===== src/rtl/core/rrps_pkg.sv =====
// ----------------------------------------------------------------------------
// rrps_pkg
// Shared codes and types for the round-robin process scheduler.
// ----------------------------------------------------------------------------
package rrps_pkg;

    // request actions
    localparam logic [1:0] ACT_INIT   = 2'd0;
    localparam logic [1:0] ACT_CREATE = 2'd1;
    localparam logic [1:0] ACT_DELETE = 2'd2;
    localparam logic [1:0] ACT_YIELD  = 2'd3;

    // result status codes
    localparam logic [1:0] STAT_OK       = 2'd0;
    localparam logic [1:0] STAT_FULL     = 2'd1;
    localparam logic [1:0] STAT_NOTFOUND = 2'd2;

    localparam int OUT_PID_W = 8;
    localparam int OUT_CNT_W = 5;

    // per-cycle command shared by every queue cell
    typedef struct packed {
        logic match_en;     // capture target compare
        logic del_shift;    // close the gap left by a removed entry
        logic sched_shift;  // pop the head, every cell moves left
    } rrps_cell_ctrl_t;

endpackage


===== src/rtl/core/rrps_cell.sv =====
// ----------------------------------------------------------------------------
// rrps_cell
// One ready-queue slot: holds an ID, compares it with the delete target and
// takes its right neighbour's ID when the queue closes up.
// ----------------------------------------------------------------------------
module rrps_cell
    import rrps_pkg::*;
#(
    parameter int PID_BITS = 8,
    parameter int CNT_W    = 5,
    parameter int IDX      = 0
)
(
    input  logic                  clk,
    input  logic                  rst_n,
    input  rrps_cell_ctrl_t       ctrl,
    input  logic [CNT_W-1:0]      count,
    input  logic [OUT_PID_W-1:0]  target,
    input  logic                  load_en,
    input  logic [PID_BITS-1:0]   load_data,
    input  logic [PID_BITS-1:0]   right_id,
    input  logic                  found_in,
    output logic                  found_out,
    output logic [PID_BITS-1:0]   id
);

    localparam int CMP_W = (PID_BITS > OUT_PID_W) ? PID_BITS : OUT_PID_W;

    logic [PID_BITS-1:0] id_reg;
    logic                match_reg;
    logic                occupied;
    logic                hit;

    assign occupied  = CNT_W'(IDX) < count;
    assign hit       = occupied && (CMP_W'(id_reg) == CMP_W'(target));
    assign found_out = found_in | match_reg;
    assign id        = id_reg;

    always_ff @(posedge clk or negedge rst_n)
    begin
        if (!rst_n)
        begin
            match_reg <= 1'b0;
        end
        else if (ctrl.match_en)
        begin
            match_reg <= hit;
        end
    end

    always_ff @(posedge clk)
    begin
        if (load_en)
        begin
            id_reg <= load_data;
        end
        else if (ctrl.sched_shift || (ctrl.del_shift && found_out))
        begin
            id_reg <= right_id;
        end
    end

endmodule


===== src/rtl/core/round_robin_process_scheduler.sv =====
// ----------------------------------------------------------------------------
// round_robin_process_scheduler
// FIFO ready queue of process IDs built from a row of cells, a running slot
// and an ID counter, driven by init, create, delete and yield requests.
// ----------------------------------------------------------------------------
// Usage:
//   s_* carries one request per item: action and target_pid. m_* returns one
//   result per request: status, new_pid, running_pid, running_valid and
//   ready_count of the state after the request.
//   Requests are taken one at a time. Init and create pass through the exec
//   state, yield through the sched state and delete through match, exec and
//   sched (target compare in every cell, then the gap closes along the cell
//   chain, then the head is scheduled). A request is accepted in the same
//   cycle as the previous result is loaded, so requests never overlap.
//   The result sits in an output register; while the receiver stalls, the
//   finished request holds its result and no further request is taken.
//   After reset nothing runs, the queue is empty and the counter is zero, so
//   a create before any init hands out ID 0. The queue cells themselves are
//   not cleared; only entries below the count are ever used.
// ----------------------------------------------------------------------------
module round_robin_process_scheduler
    import rrps_pkg::*;
#(
    parameter int MAX_PROCS = 16,
    parameter int PID_BITS  = 8
)
(
    input  logic        clk,
    input  logic        rst_n,
    input  logic        s_tvalid,
    output logic        s_tready,
    input  logic [15:0] s_tdata,   // action[1:0], target_pid[9:2], zero pad
    output logic        m_tvalid,
    input  logic        m_tready,
    output logic [23:0] m_tdata    // status[1:0], new_pid[9:2], running_pid[17:10],
                                   // running_valid[18], ready_count[23:19]
);

    localparam int CNT_W  = $clog2(MAX_PROCS + 1);
    localparam int IDX_W  = $clog2(MAX_PROCS);
    localparam int CMP_W  = (PID_BITS > OUT_PID_W) ? PID_BITS : OUT_PID_W;
    localparam int CNTO_W = (CNT_W > OUT_CNT_W) ? CNT_W : OUT_CNT_W;

    localparam logic [2:0] ST_IDLE  = 3'd0;
    localparam logic [2:0] ST_MATCH = 3'd1;
    localparam logic [2:0] ST_EXEC  = 3'd2;
    localparam logic [2:0] ST_SCHED = 3'd3;
    localparam logic [2:0] ST_DONE  = 3'd4;

    logic [2:0]           state_reg, state_next;
    logic [1:0]           act_reg;
    logic [OUT_PID_W-1:0] target_reg;
    logic [1:0]           status_reg;
    logic [PID_BITS-1:0]  given_reg;
    logic [CNT_W-1:0]     count_reg;
    logic [PID_BITS-1:0]  running_reg;
    logic                 present_reg;
    logic [PID_BITS-1:0]  next_id_reg;
    logic                 m_tvalid_reg;
    logic [23:0]          m_tdata_reg;

    logic                 accept;
    logic                 out_free;
    logic [CNT_W:0]       live;
    logic                 full;
    logic                 running_hit;
    logic                 load_any;
    logic [IDX_W-1:0]     load_idx;
    logic [CNT_W-1:0]     tail_dec;
    rrps_cell_ctrl_t      ctrl;

    logic [PID_BITS-1:0]  cell_id [MAX_PROCS];
    logic [MAX_PROCS:0]   found_chain;

    logic [CMP_W-1:0]     given_ext;
    logic [CMP_W-1:0]     running_ext;
    logic [CNTO_W-1:0]    count_ext;

    assign out_free = !m_tvalid_reg || m_tready;
    assign s_tready = (state_reg == ST_IDLE) || ((state_reg == ST_DONE) && out_free);
    assign accept   = s_tvalid && s_tready;
    assign m_tvalid = m_tvalid_reg;
    assign m_tdata  = m_tdata_reg;

    assign live        = {1'b0, count_reg} + (CNT_W + 1)'(present_reg);
    assign full        = live >= (CNT_W + 1)'(MAX_PROCS);
    assign running_hit = present_reg && (CMP_W'(running_reg) == CMP_W'(target_reg));
    assign tail_dec    = count_reg - CNT_W'(1);

    always_comb
    begin
        ctrl.match_en    = (state_reg == ST_MATCH);
        ctrl.del_shift   = (state_reg == ST_EXEC) && (act_reg == ACT_DELETE);
        ctrl.sched_shift = (state_reg == ST_SCHED) && (count_reg != '0);
        load_any = 1'b0;
        load_idx = count_reg[IDX_W-1:0];
        // running process joins the tail, after the pop when scheduling
        if ((state_reg == ST_EXEC) && (act_reg == ACT_CREATE) && !full && present_reg)
        begin
            load_any = 1'b1;
        end
        else if (ctrl.sched_shift && present_reg)
        begin
            load_any = 1'b1;
            load_idx = tail_dec[IDX_W-1:0];
        end
    end

    assign found_chain[0] = 1'b0;

    for (genvar i = 0; i < MAX_PROCS; i++)
    begin : g_cell
        logic [PID_BITS-1:0] right;
        if (i == MAX_PROCS - 1)
        begin : g_last
            assign right = cell_id[i];
        end
        else
        begin : g_mid
            assign right = cell_id[i+1];
        end

        rrps_cell #(
            .PID_BITS (PID_BITS),
            .CNT_W    (CNT_W),
            .IDX      (i)
        ) u_cell (
            .clk       (clk),
            .rst_n     (rst_n),
            .ctrl      (ctrl),
            .count     (count_reg),
            .target    (target_reg),
            .load_en   (load_any && (load_idx == IDX_W'(i))),
            .load_data (running_reg),
            .right_id  (right),
            .found_in  (found_chain[i]),
            .found_out (found_chain[i+1]),
            .id        (cell_id[i])
        );
    end

    always_comb
    begin
        state_next = state_reg;
        unique case (state_reg)
            ST_IDLE, ST_DONE:
            begin
                if (state_reg == ST_DONE && out_free)
                begin
                    state_next = ST_IDLE;
                end
                if (accept)
                begin
                    unique case (s_tdata[1:0])
                        ACT_DELETE: state_next = ST_MATCH;
                        ACT_YIELD:  state_next = ST_SCHED;
                        default:    state_next = ST_EXEC;
                    endcase
                end
            end
            ST_MATCH: state_next = ST_EXEC;
            ST_EXEC:  state_next = (act_reg == ACT_DELETE) ? ST_SCHED : ST_DONE;
            ST_SCHED: state_next = ST_DONE;
            default:  state_next = ST_IDLE;
        endcase
    end

    assign given_ext   = CMP_W'(given_reg);
    assign running_ext = present_reg ? CMP_W'(running_reg) : '0;
    assign count_ext   = CNTO_W'(count_reg);

    always_ff @(posedge clk or negedge rst_n)
    begin
        if (!rst_n)
        begin
            state_reg    <= ST_IDLE;
            count_reg    <= '0;
            running_reg  <= '0;
            present_reg  <= 1'b0;
            next_id_reg  <= '0;
            m_tvalid_reg <= 1'b0;
        end
        else
        begin
            state_reg <= state_next;

            if (state_reg == ST_DONE && out_free)
            begin
                m_tvalid_reg <= 1'b1;
            end
            else if (m_tready)
            begin
                m_tvalid_reg <= 1'b0;
            end

            if (state_reg == ST_EXEC)
            begin
                case (act_reg)
                    ACT_INIT:
                    begin
                        count_reg   <= '0;
                        running_reg <= '0;
                        present_reg <= 1'b1;
                        next_id_reg <= PID_BITS'(1);
                    end
                    ACT_CREATE:
                    begin
                        if (!full)
                        begin
                            next_id_reg <= next_id_reg + PID_BITS'(1);
                            running_reg <= next_id_reg;
                            present_reg <= 1'b1;
                            if (present_reg)
                            begin
                                count_reg <= count_reg + CNT_W'(1);
                            end
                        end
                    end
                    ACT_DELETE:
                    begin
                        if (found_chain[MAX_PROCS])
                        begin
                            count_reg <= tail_dec;
                        end
                        else if (running_hit)
                        begin
                            present_reg <= 1'b0;
                            running_reg <= '0;
                        end
                    end
                    default:
                    begin
                    end
                endcase
            end
            else if (ctrl.sched_shift)
            begin
                running_reg <= cell_id[0];
                present_reg <= 1'b1;
                if (!present_reg)
                begin
                    count_reg <= tail_dec;
                end
            end
        end
    end

    always_ff @(posedge clk)
    begin
        if (accept)
        begin
            act_reg    <= s_tdata[1:0];
            target_reg <= s_tdata[9:2];
            status_reg <= STAT_OK;
            given_reg  <= '0;
        end
        else if (state_reg == ST_EXEC)
        begin
            if (act_reg == ACT_CREATE)
            begin
                if (full)
                begin
                    status_reg <= STAT_FULL;
                end
                else
                begin
                    given_reg <= next_id_reg;
                end
            end
            else if (act_reg == ACT_DELETE && !found_chain[MAX_PROCS] && !running_hit)
            begin
                status_reg <= STAT_NOTFOUND;
            end
        end

        if (state_reg == ST_DONE && out_free)
        begin
            m_tdata_reg <= {count_ext[OUT_CNT_W-1:0], present_reg,
                            running_ext[OUT_PID_W-1:0], given_ext[OUT_PID_W-1:0],
                            status_reg};
        end
    end

`ifndef SYNTHESIS
    a_count_bound: assert property (@(posedge clk) disable iff (!rst_n)
        count_reg <= CNT_W'(MAX_PROCS))
        else $error("ready queue count beyond capacity");

    a_live_bound: assert property (@(posedge clk) disable iff (!rst_n)
        live <= (CNT_W + 1)'(MAX_PROCS))
        else $error("more live processes than capacity");

    a_sched_runs: assert property (@(posedge clk) disable iff (!rst_n)
        ctrl.sched_shift |=> present_reg)
        else $error("scheduling from a non-empty queue left nothing running");

    a_init_state: assert property (@(posedge clk) disable iff (!rst_n)
        (state_reg == ST_EXEC && act_reg == ACT_INIT)
            |=> (count_reg == '0 && present_reg && running_reg == '0))
        else $error("init did not clear the scheduler");
`endif

endmodule


===== config.mk =====
export PLATFORM = sky130hd
export DESIGN_NAME = round_robin_process_scheduler
export DESIGN_NICKNAME = d
export VERILOG_FILES = /design/src/rtl/core/rrps_pkg.sv /design/src/rtl/core/rrps_cell.sv /design/src/rtl/core/round_robin_process_scheduler.sv
export SDC_FILE = /design/constraint.sdc
export NUM_CORES = 1
export LEC_CHECK = 0
export BUFFER_PORTS_ARGS = -buffer_cell sky130_fd_sc_hd__buf_2
export CAP_MARGIN = 10
export CORE_UTILIZATION = 64
export DETAILED_ROUTE_END_ITERATION = 7
export PLACE_DENSITY = 0.82
export REMOVE_ABC_BUFFERS = 1
export SLEW_MARGIN = 15
export SYNTH_ARGS = -nofsm -noshare
export SYNTH_HDL_FRONTEND = slang
export SYNTH_HIERARCHICAL = 1
export SYNTH_SLANG_ARGS = --single-unit

===== constraint.sdc =====
create_clock -name clk -period 11.2 [get_ports clk]
set_clock_uncertainty 0.2 [all_clocks]
set_input_delay 3.36 -clock clk [delete_from_list [all_inputs] [get_ports clk]]
set_output_delay 3.36 -clock clk [all_outputs]
set_load 0.005 [all_outputs]

Word level (Yosys, flattened, before mapping)
Cells that the tools add are included.

Register bits after elaboration: 214. Bits in latches: 0. Memory bits (writable): 0. Memory bits (read-only): 0. Input port bits: 20. Output and inout port bits: 26. Memories kept: 0.

Add/subtract/negate cells: 4. Multiply operators: 0. Div/mod/pow operators: 0. Magnitude comparators: 17. Equal/unequal tests: 50. Shifts and indexed selects: 0. Mux-type cells: 65. Bitwise gates (word level): 16. Reduce and logical (&&, ||, !) cells: 108.

Operators with widths (count): $mux 8 (36); $eq 8x8->1 (17); $logic_and 1x1->1 (58); $lt 4x5->1 const A (8); $reduce_bool 2->1 (19); $eq 4x4->1 const B (8); $mux 5 (6); $pmux 8 s3 (1); $lt 3x5->1 const A (4); $logic_or 1x1->1 (17); $eq 4x3->1 const B (4); $pmux 8 s2 (1); $ne 3x3->1 const B (5); $or 1x1->1 (15); $pmux 5 s3 (1); $pmux 3 s4 (1); $lt 1x5->1 const A (2); $lt 2x5->1 const A (2); $mux 1 (9); $mux 3 (3); $reduce_and 3->1 (3); $add 8x1->8 const B (1); $eq 4x2->1 const B (2); $mux 4 (2); 26 further kinds (35).

Depth between registers and ports, before layout
Gate-level depths: netlist of run 1.

Word-level depth: 20. Mapped depth: 21. Gate-level depth less buffers: 20.

By module
Netlist of run 1, hierarchy kept.

Modules (own cells, without submodules): round_robin_process_scheduler (times used 1, cells each 315, area each 3432.0 um2); rrps_cell (g_cell[11].u_cell ...) (times used 5, cells each 34, area each 486.7 um2); rrps_cell (g_cell[4].u_cell ...) (times used 2, cells each 34, area each 485.5 um2); rrps_cell (g_cell[0].u_cell ...) (times used 2, cells each 34, area each 484.2 um2); rrps_cell (g_cell[10].u_cell) (times used 1, cells each 35, area each 495.5 um2); rrps_cell (g_cell[5].u_cell) (times used 1, cells each 34, area each 493.0 um2); rrps_cell (g_cell[2].u_cell) (times used 1, cells each 34, area each 490.5 um2); rrps_cell (g_cell[1].u_cell) (times used 1, cells each 33, area each 486.7 um2); rrps_cell (g_cell[13].u_cell) (times used 1, cells each 34, area each 481.7 um2); rrps_cell (g_cell[7].u_cell) (times used 1, cells each 33, area each 479.2 um2); rrps_cell (g_cell[15].u_cell) (times used 1, cells each 33, area each 476.7 um2).

Worst setup path before layout of run 1
Ideal clock, no wire load.

Path kind: input to output. Start: input m_tready. End: output s_tready. Arrival time: 3625 ps. Data required time: 7640 ps. Setup slack: 4015 ps. Stages on the path: 2. Path through: nor2b_1 -> a21boi_0.

Word-level cells in the longest chain between the ends: 3.

RTL lines: from (decl) (RTL line round_robin_process_scheduler.sv:34) `input logic m_tready,`; $logic_or 1x1->1 (RTL line round_robin_process_scheduler.sv:79) `assign out_free = !m_tvalid_reg || m_tready;`; $logic_and 1x1->1 (RTL line round_robin_process_scheduler.sv:80) `assign s_tready = (state_reg == ST_IDLE) || ((state_reg == ST_DONE) && out_free);`; $logic_or 1x1->1 (RTL line round_robin_process_scheduler.sv:80); to (decl) (RTL line round_robin_process_scheduler.sv:31) `output logic s_tready,`.

Every way passes these cells.

Worst setup path after layout of run 1
Same ends and word-level chain as after synthesis.

==> results of run 1 <==
[metrics by stage]
step | total power, W | util | setup slack (ns) | hold slack [ns] | cell area, sq um
after global placement | 0.00203 | 0.677 | 3.76 | 0.214 | 11600
after detailed placement | 0.00209 | 0.677 | 3.74 | 0.223 | 11600
after floorplan | 0.00178 | - | 4.01 | 0.208 | 11000
final | 0.00280 | 0.717 | 3.65 | 0.238 | 12300
after global routing | 0.00291 | 0.717 | 3.58 | 0.250 | 12300
after CTS | 0.00278 | 0.717 | 3.74 | 0.238 | 12300
[cells in the mapped netlist (all sizes together) (13+ instances only)]
cell | number | share of area
mux2 | 134 | 0.13
buf | 24 | 0.012
nor2 | 43 | 0.014
or2 | 17 | 0.011
edfxtp | 162 | 0.43
a21oi | 14 | 0.0066
dfrtp | 42 | 0.094
nand2 | 29 | 0.0097
xor2 | 35 | 0.027
a211o | 18 | 0.014
inv | 26 | 0.0087
o32ai | 13 | 0.012
nand3 | 24 | 0.011
xnor2 | 108 | 0.085
nand4 | 22 | 0.012
[worst max-delay path: cells and delay by family]
kind	cells	cell delay [ns]
compound gates	1	0.15
buf+inv	2	0.25
simple gates	1	0.22
[worst paths after layout]
check	from	endpoint	slack, ns	cells after the start
max in group asynchronous	rst_n	count_ext[0]$_DFFE_PN0P_	7.30	1
min reg2reg	given_ext[0]$_SDFFE_PN0P_	m_tdata[2]$_DFFE_PP_	0.24	0
min in group asynchronous	rst_n	g_cell[8].u_cell/match_reg$_DFFE_PN0P_	2.85	1
max reg2reg	g_cell[0].u_cell/match_reg$_DFFE_PN0P_	count_ext[0]$_DFFE_PN0P_	5.34	20
min	given_ext[0]$_SDFFE_PN0P_	m_tdata[2]$_DFFE_PP_	0.24	0
max	m_tready	s_tready	3.65	4
[area by class of cell]
cell class	count	area [sq um]	area share
tap	225	282	0.0228
clock buffer	30	632	0.0513
sequential	214	6120	0.496
clock inverter	10	52.6	0.00426
inverter	26	97.6	0.00792
timing repair buffer	53	300	0.0244
multi-input combinational	586	4840	0.393
[cells by family (layout without fill, tap and decap cells)]
logic type      Yosys count  in the layout  synth area share
flops                   214            214             0.546
mux                     145            145             0.145
buf+inv                  57            119            0.0233
fa+ha+maj                 7              7           0.00781
simple gates            186            186            0.0889
compound gates          104            104            0.0768
xor+xnor                143            143             0.112
other cells               1              1          0.000335
[routing by layer]
layer / track usage / vias up / wire [um] / part of all wire
li1: - / 3282 / - / -
met1: 0.384 / 3666 / 10200 / 0.39
met2: 0.520 / 350 / 13000 / 0.50
met3: 0.0510 / 85 / 2020 / 0.078
met4: 0.123 / 0 / 871 / 0.033
met5: 0 / - / 0 / 0
[placed cells by master, fill, tap and decap left out, types with 22 or more instances in the layout]
cell | Yosys | layout
nand2_1 | 29 | 29
xnor2_1 | 107 | 107
edfxtp_1 | 162 | 162
inv_1 | 26 | 26
xor2_1 | 35 | 35
dfrtp_1 | 42 | 42
nand3_1 | 24 | 24
mux2_2 | 133 | 133
nor2_1 | 43 | 42
nand4_1 | 22 | 22
clkbuf_16 | 0 | 23
buf_2 | 19 | 39
[power by group]
group          switching (W)  leakage (nW)  internal [W]  total [W]
sequential          0.000246          2.11       0.00106    0.00131
combinational       0.000449          1.94      0.000342   0.000792
clock               0.000301         0.337      0.000395   0.000696
total               0.000997          4.38       0.00180    0.00280
==> impl_results.md, run 1 <==
* Final Setup Violations at 0
* Final non-filler cell total at 1144
* Synth cell types at 72
* CP endpoint kind: output pin
* Vias per cell at 6.45
* GPL Wtd Cong at 0.931
* WS Path Type: input port to output pin
* Nets at 930
* Warnings from Yosys at 6
* IO Pins at 46
* Most used DFF post-synth: edfxtp_1
* Worst EP arrival at 3.99 ns
* Port Buffers at 39
* Pin count of the biggest net entering global routing at 43
* Placed Cells at 1104
* Clock latency on the worst-skew pair at 0.51 ns
* Number of DRC markers in iteration 0 at 636
* Mapped cell area at 11200 sq um
* Die W at 134 um
* Post-CTS Setup Bufs at 0
* Fin. max-slew vios at 0
* Cts bufs inserted at 22
* Max_slew headroom at 0.296
* CORE AREA at 17200 sq um
* Routed length per placed instance at 22.8 um
* Post-Syn Area per Cell at 13.1 sq um
* Worst-Margin Slew at 1.06 ns
* Final setup TNS at 0 ns
* Ys async rst share at 0.196
* Root buf cell: clkbuf_16
* Pwr per Cell Area at 227 nW/um^2
* DR vias at 7383
* Hold Vio Cnt, Final at 0
* CP max FO at 2
* Gate Count Post-Synth at 857
* Fmax at 0.133 GHz
* Vias in the first global route at 7808
* Critical-path top delay cell: nor2b_1
* First-pass GRT wire length at 41.8 mm
* Gr ovfl total at 0
* Sequential element share of the synthesized area at 0.546
* Initial Util at 0.653
* Post-synth EDFFs at 162
* # diodes at 0
* Share of layout cells above drive strength 1 at 0.272
* Final routed DRC violation total at 0
* Worst path required time at 7.64 ns
* Max VDD drop at 0.185 mV
* Min-delay worst type: flip-flop to flip-flop
* Tmin final at 7.55 ns
* Reg clk slew, reported paths at 0.06 ns
* Layout area overhead at 9.95%
* Max reg flops at 128
* Status: finished, final reports clean
* Max Cap Violations at 0
* Fin crit share at 0.674
* H-tree depth at 1
* Flops & latches, synth at 214
* Max clock buf depth at 3
* CP max stage delay at 0.22 ns
* Post-CTS sizing at 0
* Worst-path cell chain: buf_2 > nor2b_1 > a21boi_0 > buf_2
* RSZ-0062 raised after global routing: false
* Final WL at 26.0 mm
* Remaining antenna violation count at 0
* Dpl hpwl at 16.5 mm
* CTS sink count at 214
* Initial antenna violation count at 0
* Total GRT Usage at 0.303
* Leak at 4.38 nW
* Fill cells at 1139
* Die H at 134 um
* Drt first pass iters at 5
* Startpoint Class: input port
* Site Rows at 48
* Critical Path Most Common Cell: buf_2
* CTS tree: done
* DIE AREA at 18000 sq um
* Cts hold-fix bufs at 0
(Power assumes the default switching activity.)
==> run 2, diff against run 1 <==
Settings changed: CORE_UTILIZATION 64 to 56, PLACE_DENSITY 0.82 to 0.76.
Clock period 11.2 ns to 6.88 ns, I/O delays scaled along.
==> run 2 against run 1 <==
Effect of this change:
- power up 63%
- global-route usage is 5.3 points lower
- sequential share of layout area is 0.38 points lower
- register-to-register slack got worse by 4.2 ns
- clock power is 72% higher
- sequential cell count stayed put
- utilization fell by 8.1 points
- sequential power grew 61%
- wire length decreased by 6.6%
- hold slack got worse by 0.0023 ns
- first-iteration DRC count fell by 42%
- non-clock buffer count unchanged
- critical endpoint is now running_reg[7]$_DFFE_PN0P_
- largest power group unchanged
==> impl_results.md, run 2 (same netlist as run 1, synthesis figures left out) <==
* Die W at 143 um
* Pin count of the biggest net entering global routing at 43
* R2r worst-path depth at 20
* Max clock buf depth at 3
* CTS tree: done
* Die H at 143 um
* Min-delay worst type: flip-flop to flip-flop
* Hold path start: given_ext[5]$_SDFFE_PN0P_
* Final Util at 0.636
* Drt first pass iters at 5
* Switching portion of total power at 0.340
* Final setup TNS at 0 ns
* RSZ-0062 raised after global routing: false
* Share of layout cells above drive strength 1 at 0.266
* Post-CTS Setup Bufs at 0
* Worst EP arrival at 5.91 ns
* Hold path cells at 0
* Fill cells at 1497
* Fin. max-slew vios at 0
* Startpoint Class: flip-flop
* Fin crit share at 0.834
* Reg-to-reg startpoint: g_cell[0].u_cell/match_reg$_DFFE_PN0P_
* Routed length per placed instance at 20.5 um
* GPL Wtd Cong at 0.807
* DR vias at 7092
* Final routed DRC violation total at 0
* Site Rows at 51
* Leak at 4.40 nW
* Sw power at 0.00155 W
* Clock power frac at 0.264
* DIE AREA at 20600 sq um
* Total GRT Usage at 0.250
* Reg power frac at 0.463
* Initial Util at 0.574
* Tot Pwr at 0.00456 W
* Max reg flops at 128
* Commonest non-fill, non-tap cell in the layout: edfxtp_1
* Layout area overhead at 10.8%
* IO Pins at 46
* Tmin final at 5.74 ns
* First-pass GRT wire length at 39.2 mm
* Initial antenna violation count at 0
* Storage cell area at 6120 sq um
* Cts bufs inserted at 23
* Hold Vio Cnt, Final at 0
* Multi-input logic area at 4840 sq um
* WS Path Type: flip-flop to flip-flop
* CTS sink count at 214
* Reg clk slew, reported paths at 0.06 ns
* CP endpoint kind: flip-flop
* Fmax at 0.174 GHz
* Pwr per Cell Area at 367 nW/um^2
* Worst path required time at 7.06 ns
* Worst setup startpoint: g_cell[0].u_cell/match_reg$_DFFE_PN0P_
* Pint at 0.00301 W
* Vias in the first global route at 7318
* Remaining antenna violation count at 0
* Cts hold-fix bufs at 0
* Logic gate share of total power at 0.274
* Port Buffers at 39
* Max_slew headroom at 0.269
* Gr ovfl total at 0
* # diodes at 0
* CORE AREA at 19500 sq um
* CP max FO at 8
* Clock latency on the worst-skew pair at 0.50 ns
* Max VDD drop at 0.232 mV
* Number of DRC markers in iteration 0 at 367
* Most frequent cells in the layout: edfxtp_1, mux2_2, xnor2_1
* Nets at 931
* Max Cap Violations at 0
* Vias per cell at 5.98
* Post-CTS sizing at 0
* Status: finished, final reports clean
* Final WL at 24.3 mm
* Final Setup Violations at 0
* Dpl hpwl at 16.0 mm
* Worst-Margin Slew at 1.10 ns
* Root buf cell: clkbuf_16
* H-tree depth at 1
==> run 2: cell type report <==
type / instances / share of cell area
clock inverters: 8 / 0.00685
flip-flops and latches: 214 / 0.492
inverters: 26 / 0.00786
multi-input cells: 586 / 0.390
repair buffers: 53 / 0.0242
well taps: 265 / 0.0267
clock buffers: 33 / 0.0519
==> run 2: per-stage QoR <==
| step | hold WS, ns | cell area, sq um | setup WS, ns | cells |
|---|---|---|---|---|
| floorplan | 0.208 | 11000 | 1.52 | 826 |
| global placement | 0.215 | 11700 | 1.19 | 1144 |
| detailed placement | 0.218 | 11700 | 1.19 | 1144 |
| CTS | 0.237 | 12400 | 1.14 | 1185 |
| global route | 0.246 | 12400 | 0.968 | 1185 |
| finish | 0.236 | 12400 | 1.14 | 1185 |
==> run 2: power by group through the flow <==
stage          clock (W)  combinational, W  sequential [W]
4_1_cts          0.00122           0.00125         0.00210
2_1_floorplan          0          0.000856         0.00203
3_5_place_dp           0           0.00124         0.00213
5_1_grt          0.00126           0.00137         0.00215
3_3_place_gp           0           0.00121         0.00212
6_report         0.00120           0.00125         0.00211
==> run 2: final timing paths <==
path	slack, ns	end
worst max-delay path	1.14	running_reg[7]$_DFFE_PN0P_
max in group asynchronous	4.22	next_id_reg[1]$_DFFE_PN0P_
min in group asynchronous	1.57	state_reg[0]$_DFFE_PN0P_
worst min register to register	0.24	m_tdata[7]$_DFFE_PP_
worst max register to register	1.14	running_reg[7]$_DFFE_PN0P_
worst min-delay path	0.24	m_tdata[7]$_DFFE_PP_
==> run 2: critical path: stages (launching register included) <==
cell	delay (ns)
dfrtp_1	0.37
or2_2	0.30
or2_1	0.23
or2_2	0.29
or2_2	0.29
or2_1	0.23
or2_4	0.24
or2_4	0.23
or2_4	0.23
or2_1	0.22
or2_1	0.22
or2_1	0.24
or2_2	0.29
or2_1	0.23
or2_1	0.23
or2_4	0.24
or2_4	0.26
nor2_1	0.09
nand4_1	0.14
a21oi_2	0.46
mux2_2	0.39
==> run 2: layer usage <==
| layer | vias to the layer above | track usage | part of all wire | wire length (um) |
|---|---|---|---|---|
| met4 | 0 | 0.0594 | 0.019 | 468 |
| met1 | 3555 | 0.322 | 0.41 | 10100 |
| met2 | 214 | 0.439 | 0.50 | 12300 |
| li1 | 3287 | - | - | - |
| met3 | 36 | 0.0420 | 0.062 | 1510 |
| met5 | - | 0 | 0 | 0 |
==> run 3, diff against run 2 <==
Settings changed: ABC_AREA from default to 1, CORE_UTILIZATION 56 to 57, PLACE_DENSITY 0.76 to 0.77.
Clock period 6.88 ns to 4.9 ns, I/O delays scaled along.
==> run 3 against run 2 <==
Effect of this change:
- the run now ends with setup timing left
- hold slack worse by 0.0020 ns
- sequential cell count unchanged
- critical path depth unchanged
- global-route usage up 4.3 points
- sequential share of layout area down 6.5 points
- utilization up 1.9 points
- combinational power up 75%
- final cell count up 83%
- setup slack worse by 1.3 ns
- power up 52%
==> impl_results.md, run 3 <==
* Cts bufs inserted at 24
* Switching portion of total power at 0.397
* Final Worst Setup Slack at -0.166 ns
* Max VDD drop at 0.316 mV
* R2r worst-path depth at 20
* Fmax at 0.197 GHz
* Gr ovfl total at 0
* Nets at 1894
* Vias per cell at 5.15
* Synth top cells by count: nand2_1, inv_1, edfxtp_1
* GR met2 Demand/Resource at 0.505
* Ranking of synthesized cells by area: edfxtp_1, nand2_1, inv_1, dfrtp_1, nor2_1
* Max reg flops at 128
* CORE AREA at 21800 sq um
* Leak at 7.49 nW
* Hold path start: given_ext[5]$_SDFFE_PN0P_
* Min-delay worst type: flip-flop to flip-flop
* Share of the synthesized area in the top cell type at 0.384
* Post-Syn Area per Cell at 7.12 sq um
* Reg power frac at 0.434
* Port Buffers at 39
* # diodes at 0
* DR vias at 11200
* Met3 Usage GRT at 0.0392
* Total GRT Usage at 0.293
* Site Rows at 54
* Worst-Margin Slew at 1.15 ns
* Pwr per Cell Area at 485 nW/um^2
* Pint at 0.00419 W
* Final WL at 32.3 mm
* Share of layout cells above drive strength 1 at 0.109
* Startpoint Class: flip-flop
* Most frequent cells in the layout: nand2_1, inv_1, edfxtp_1
* Dpl hpwl at 21.0 mm
* Reg clk slew, reported paths at 0.06 ns
* Met1 GRT Util at 0.379
* CTS sink count at 214
* Final Cell Area at 14300 sq um
* Final Util at 0.655
* Worst path required time at 4.96 ns
* Post-Place Cell Area at 13400 sq um
* Number of DRC markers in iteration 0 at 901
* Top Usage Layer GRT: met2
* Pin count of the biggest net entering global routing at 43
* Post-synth EDFFs at 162
* Max clock buf depth at 3
* Logic gate share of total power at 0.315
* Fin crit share at 1.03
* Warnings from Yosys at 6
* Flops & latches, synth at 214
* Clock latency on the worst-skew pair at 0.52 ns
* Reg-to-reg endpoint: g_cell[15].u_cell/id[2]$_DFFE_PP_
* Layout area overhead at 12.8%
* Vias in the first global route at 10300
* Initial Util at 0.581
* Routed length per placed instance at 14.9 um
* Largest area contributor in the netlist: edfxtp_1
* Slack of the worst reg-to-reg path at -0.17 ns
* Reg-to-reg startpoint: g_cell[0].u_cell/match_reg$_DFFE_PN0P_
* DIE AREA at 22800 sq um
* Final routed DRC violation total at 0
* Fill cells at 1810
* Hold Vio Cnt, Final at 0
* Die H at 151 um
* First-pass GRT wire length at 51.2 mm
* Worst EP arrival at 5.13 ns
* Tmin final at 5.07 ns
* Synth cell types at 43
* Worst slack, placed at -0.227 ns
* Hold path cells at 0
* Remaining antenna violation count at 0
* GPL Wtd Cong at 0.884
* Clock power frac at 0.251
* H-tree depth at 1
* CP endpoint kind: flip-flop
* Fin. max-slew vios at 0
* Ys async rst share at 0.196
* Tot Pwr at 0.00694 W
* Initial antenna violation count at 0
* IO Pins at 46
* WS Path Type: flip-flop to flip-flop
* CTS tree: done
* Most used DFF post-synth: edfxtp_1
* Sw power at 0.00275 W
* CP max FO at 8
* Worst Hold End: m_tdata[7]$_DFFE_PP_
* Sequential element share of the synthesized area at 0.483
* RSZ-0062 raised after global routing: true
* Root buf cell: clkbuf_16
* Drt first pass iters at 6
* Count leader, synth: nand2_1
* Mapped cell area at 12700 sq um
* Failing checks: setup timing
* Status: complete, but fails checks
* Die W at 151 um
* Final Setup Violations at 23
* Max_slew headroom at 0.232
* Max Cap Violations at 0
* Gate Count Post-Synth at 1781
* Commonest non-fill, non-tap cell in the layout: nand2_1
* Final setup TNS at -2.90 ns
-- run 3: per-layer routing --
metal | share of wire | wire [um]
met1 | 0.41 | 13100
met2 | 0.48 | 15600
met3 | 0.081 | 2610
met4 | 0.029 | 927
met5 | 0 | 0
-- run 3: critical path, stage by stage (launching register included) --
cell and delay, ns:
dfrtp_1 0.37, or2_4 0.25, or2_1 0.23, or2_4 0.24
or2_1 0.23, or2_4 0.23, or2_1 0.23, or2_4 0.24
or2_4 0.23, or2_4 0.23, or2_4 0.23, or2_1 0.22
or2_1 0.23, or2_4 0.24, or2_4 0.23, or2_1 0.23
or2_4 0.25, buf_4 0.14, buf_6 0.11, a21oi_4 0.14
nand2_4 0.12
-- run 3: worst max path at each step --
stage / start / to / slack [ns] / cells after the start
6_report: g_cell[0].u_cell/match_reg$_DFFE_PN0P_ / g_cell[15].u_cell/id[2]$_DFFE_PP_ / -0.17 / 20
3_5_place_dp: g_cell[0].u_cell/match_reg$_DFFE_PN0P_ / count_ext[2]$_DFFE_PN0P_ / -0.23 / 24
3_3_place_gp: g_cell[0].u_cell/match_reg$_DFFE_PN0P_ / count_ext[1]$_DFFE_PN0P_ / -0.19 / 24
4_1_cts: g_cell[0].u_cell/match_reg$_DFFE_PN0P_ / count_ext[2]$_DFFE_PN0P_ / -0.14 / 24
2_1_floorplan: g_cell[0].u_cell/match_reg$_DFFE_PN0P_ / running_reg[4]$_DFFE_PN0P_ / 0.04 / 22
5_1_grt: g_cell[0].u_cell/match_reg$_DFFE_PN0P_ / count_ext[4]$_DFFE_PN0P_ / -0.32 / 24
-- run 3: kinds of logic (layout without fill, tap and decap cells) --
| logic type | after synthesis | count (layout) | share of synthesized area |
|---|---|---|---|
| and+or+nand+nor | 1088 | 1088 | 0.342 |
| DFF | 214 | 214 | 0.483 |
| adders and majority gates | 7 | 7 | 0.00691 |
| AOI/OAI and AO/OA | 102 | 102 | 0.0486 |
| xor gates and xnor gates | 19 | 19 | 0.0137 |
| buffers and inverters | 350 | 454 | 0.106 |
| other | 1 | 1 | 0.000296 |
-- run 3: repair_timing --
item	4_1_cts	5_1_grt
endpoints found under the setup margin	22	24
gates resized for setup	17	16
pin swaps	2	4
gates cloned	0	0
setup buffers	4	4
hold buffers	0	0
-- run 3: final cells by class --
cell class / count / area, sq um / area share
clock inverters: 8 / 65.1 / 0.00455
multi-input cells: 1217 / 5310 / 0.371
well taps: 280 / 350 / 0.0245
repair buffers: 82 / 529 / 0.0370
inverters: 328 / 1240 / 0.0864
flip-flops and latches: 214 / 6120 / 0.428
clock buffers: 36 / 697 / 0.0487
-- run 3: power by group through the flow --
stage          Clock, W  Combinational, W  Sequential (W)
4_1_cts         0.00177           0.00212         0.00299
6_report        0.00174           0.00219         0.00301
2_1_floorplan         0           0.00139         0.00289
3_3_place_gp          0           0.00201         0.00301
5_1_grt         0.00183           0.00247         0.00305
3_5_place_dp          0           0.00208         0.00302
-- run 3: stage by stage --
step | hold WS, ns | std cells
final | 0.234 | 2165
after global routing | 0.254 | 2165
after CTS | 0.232 | 2162
after detailed placement | 0.218 | 2114
after global placement | 0.216 | 2114
after floorplan | 0.203 | 1759
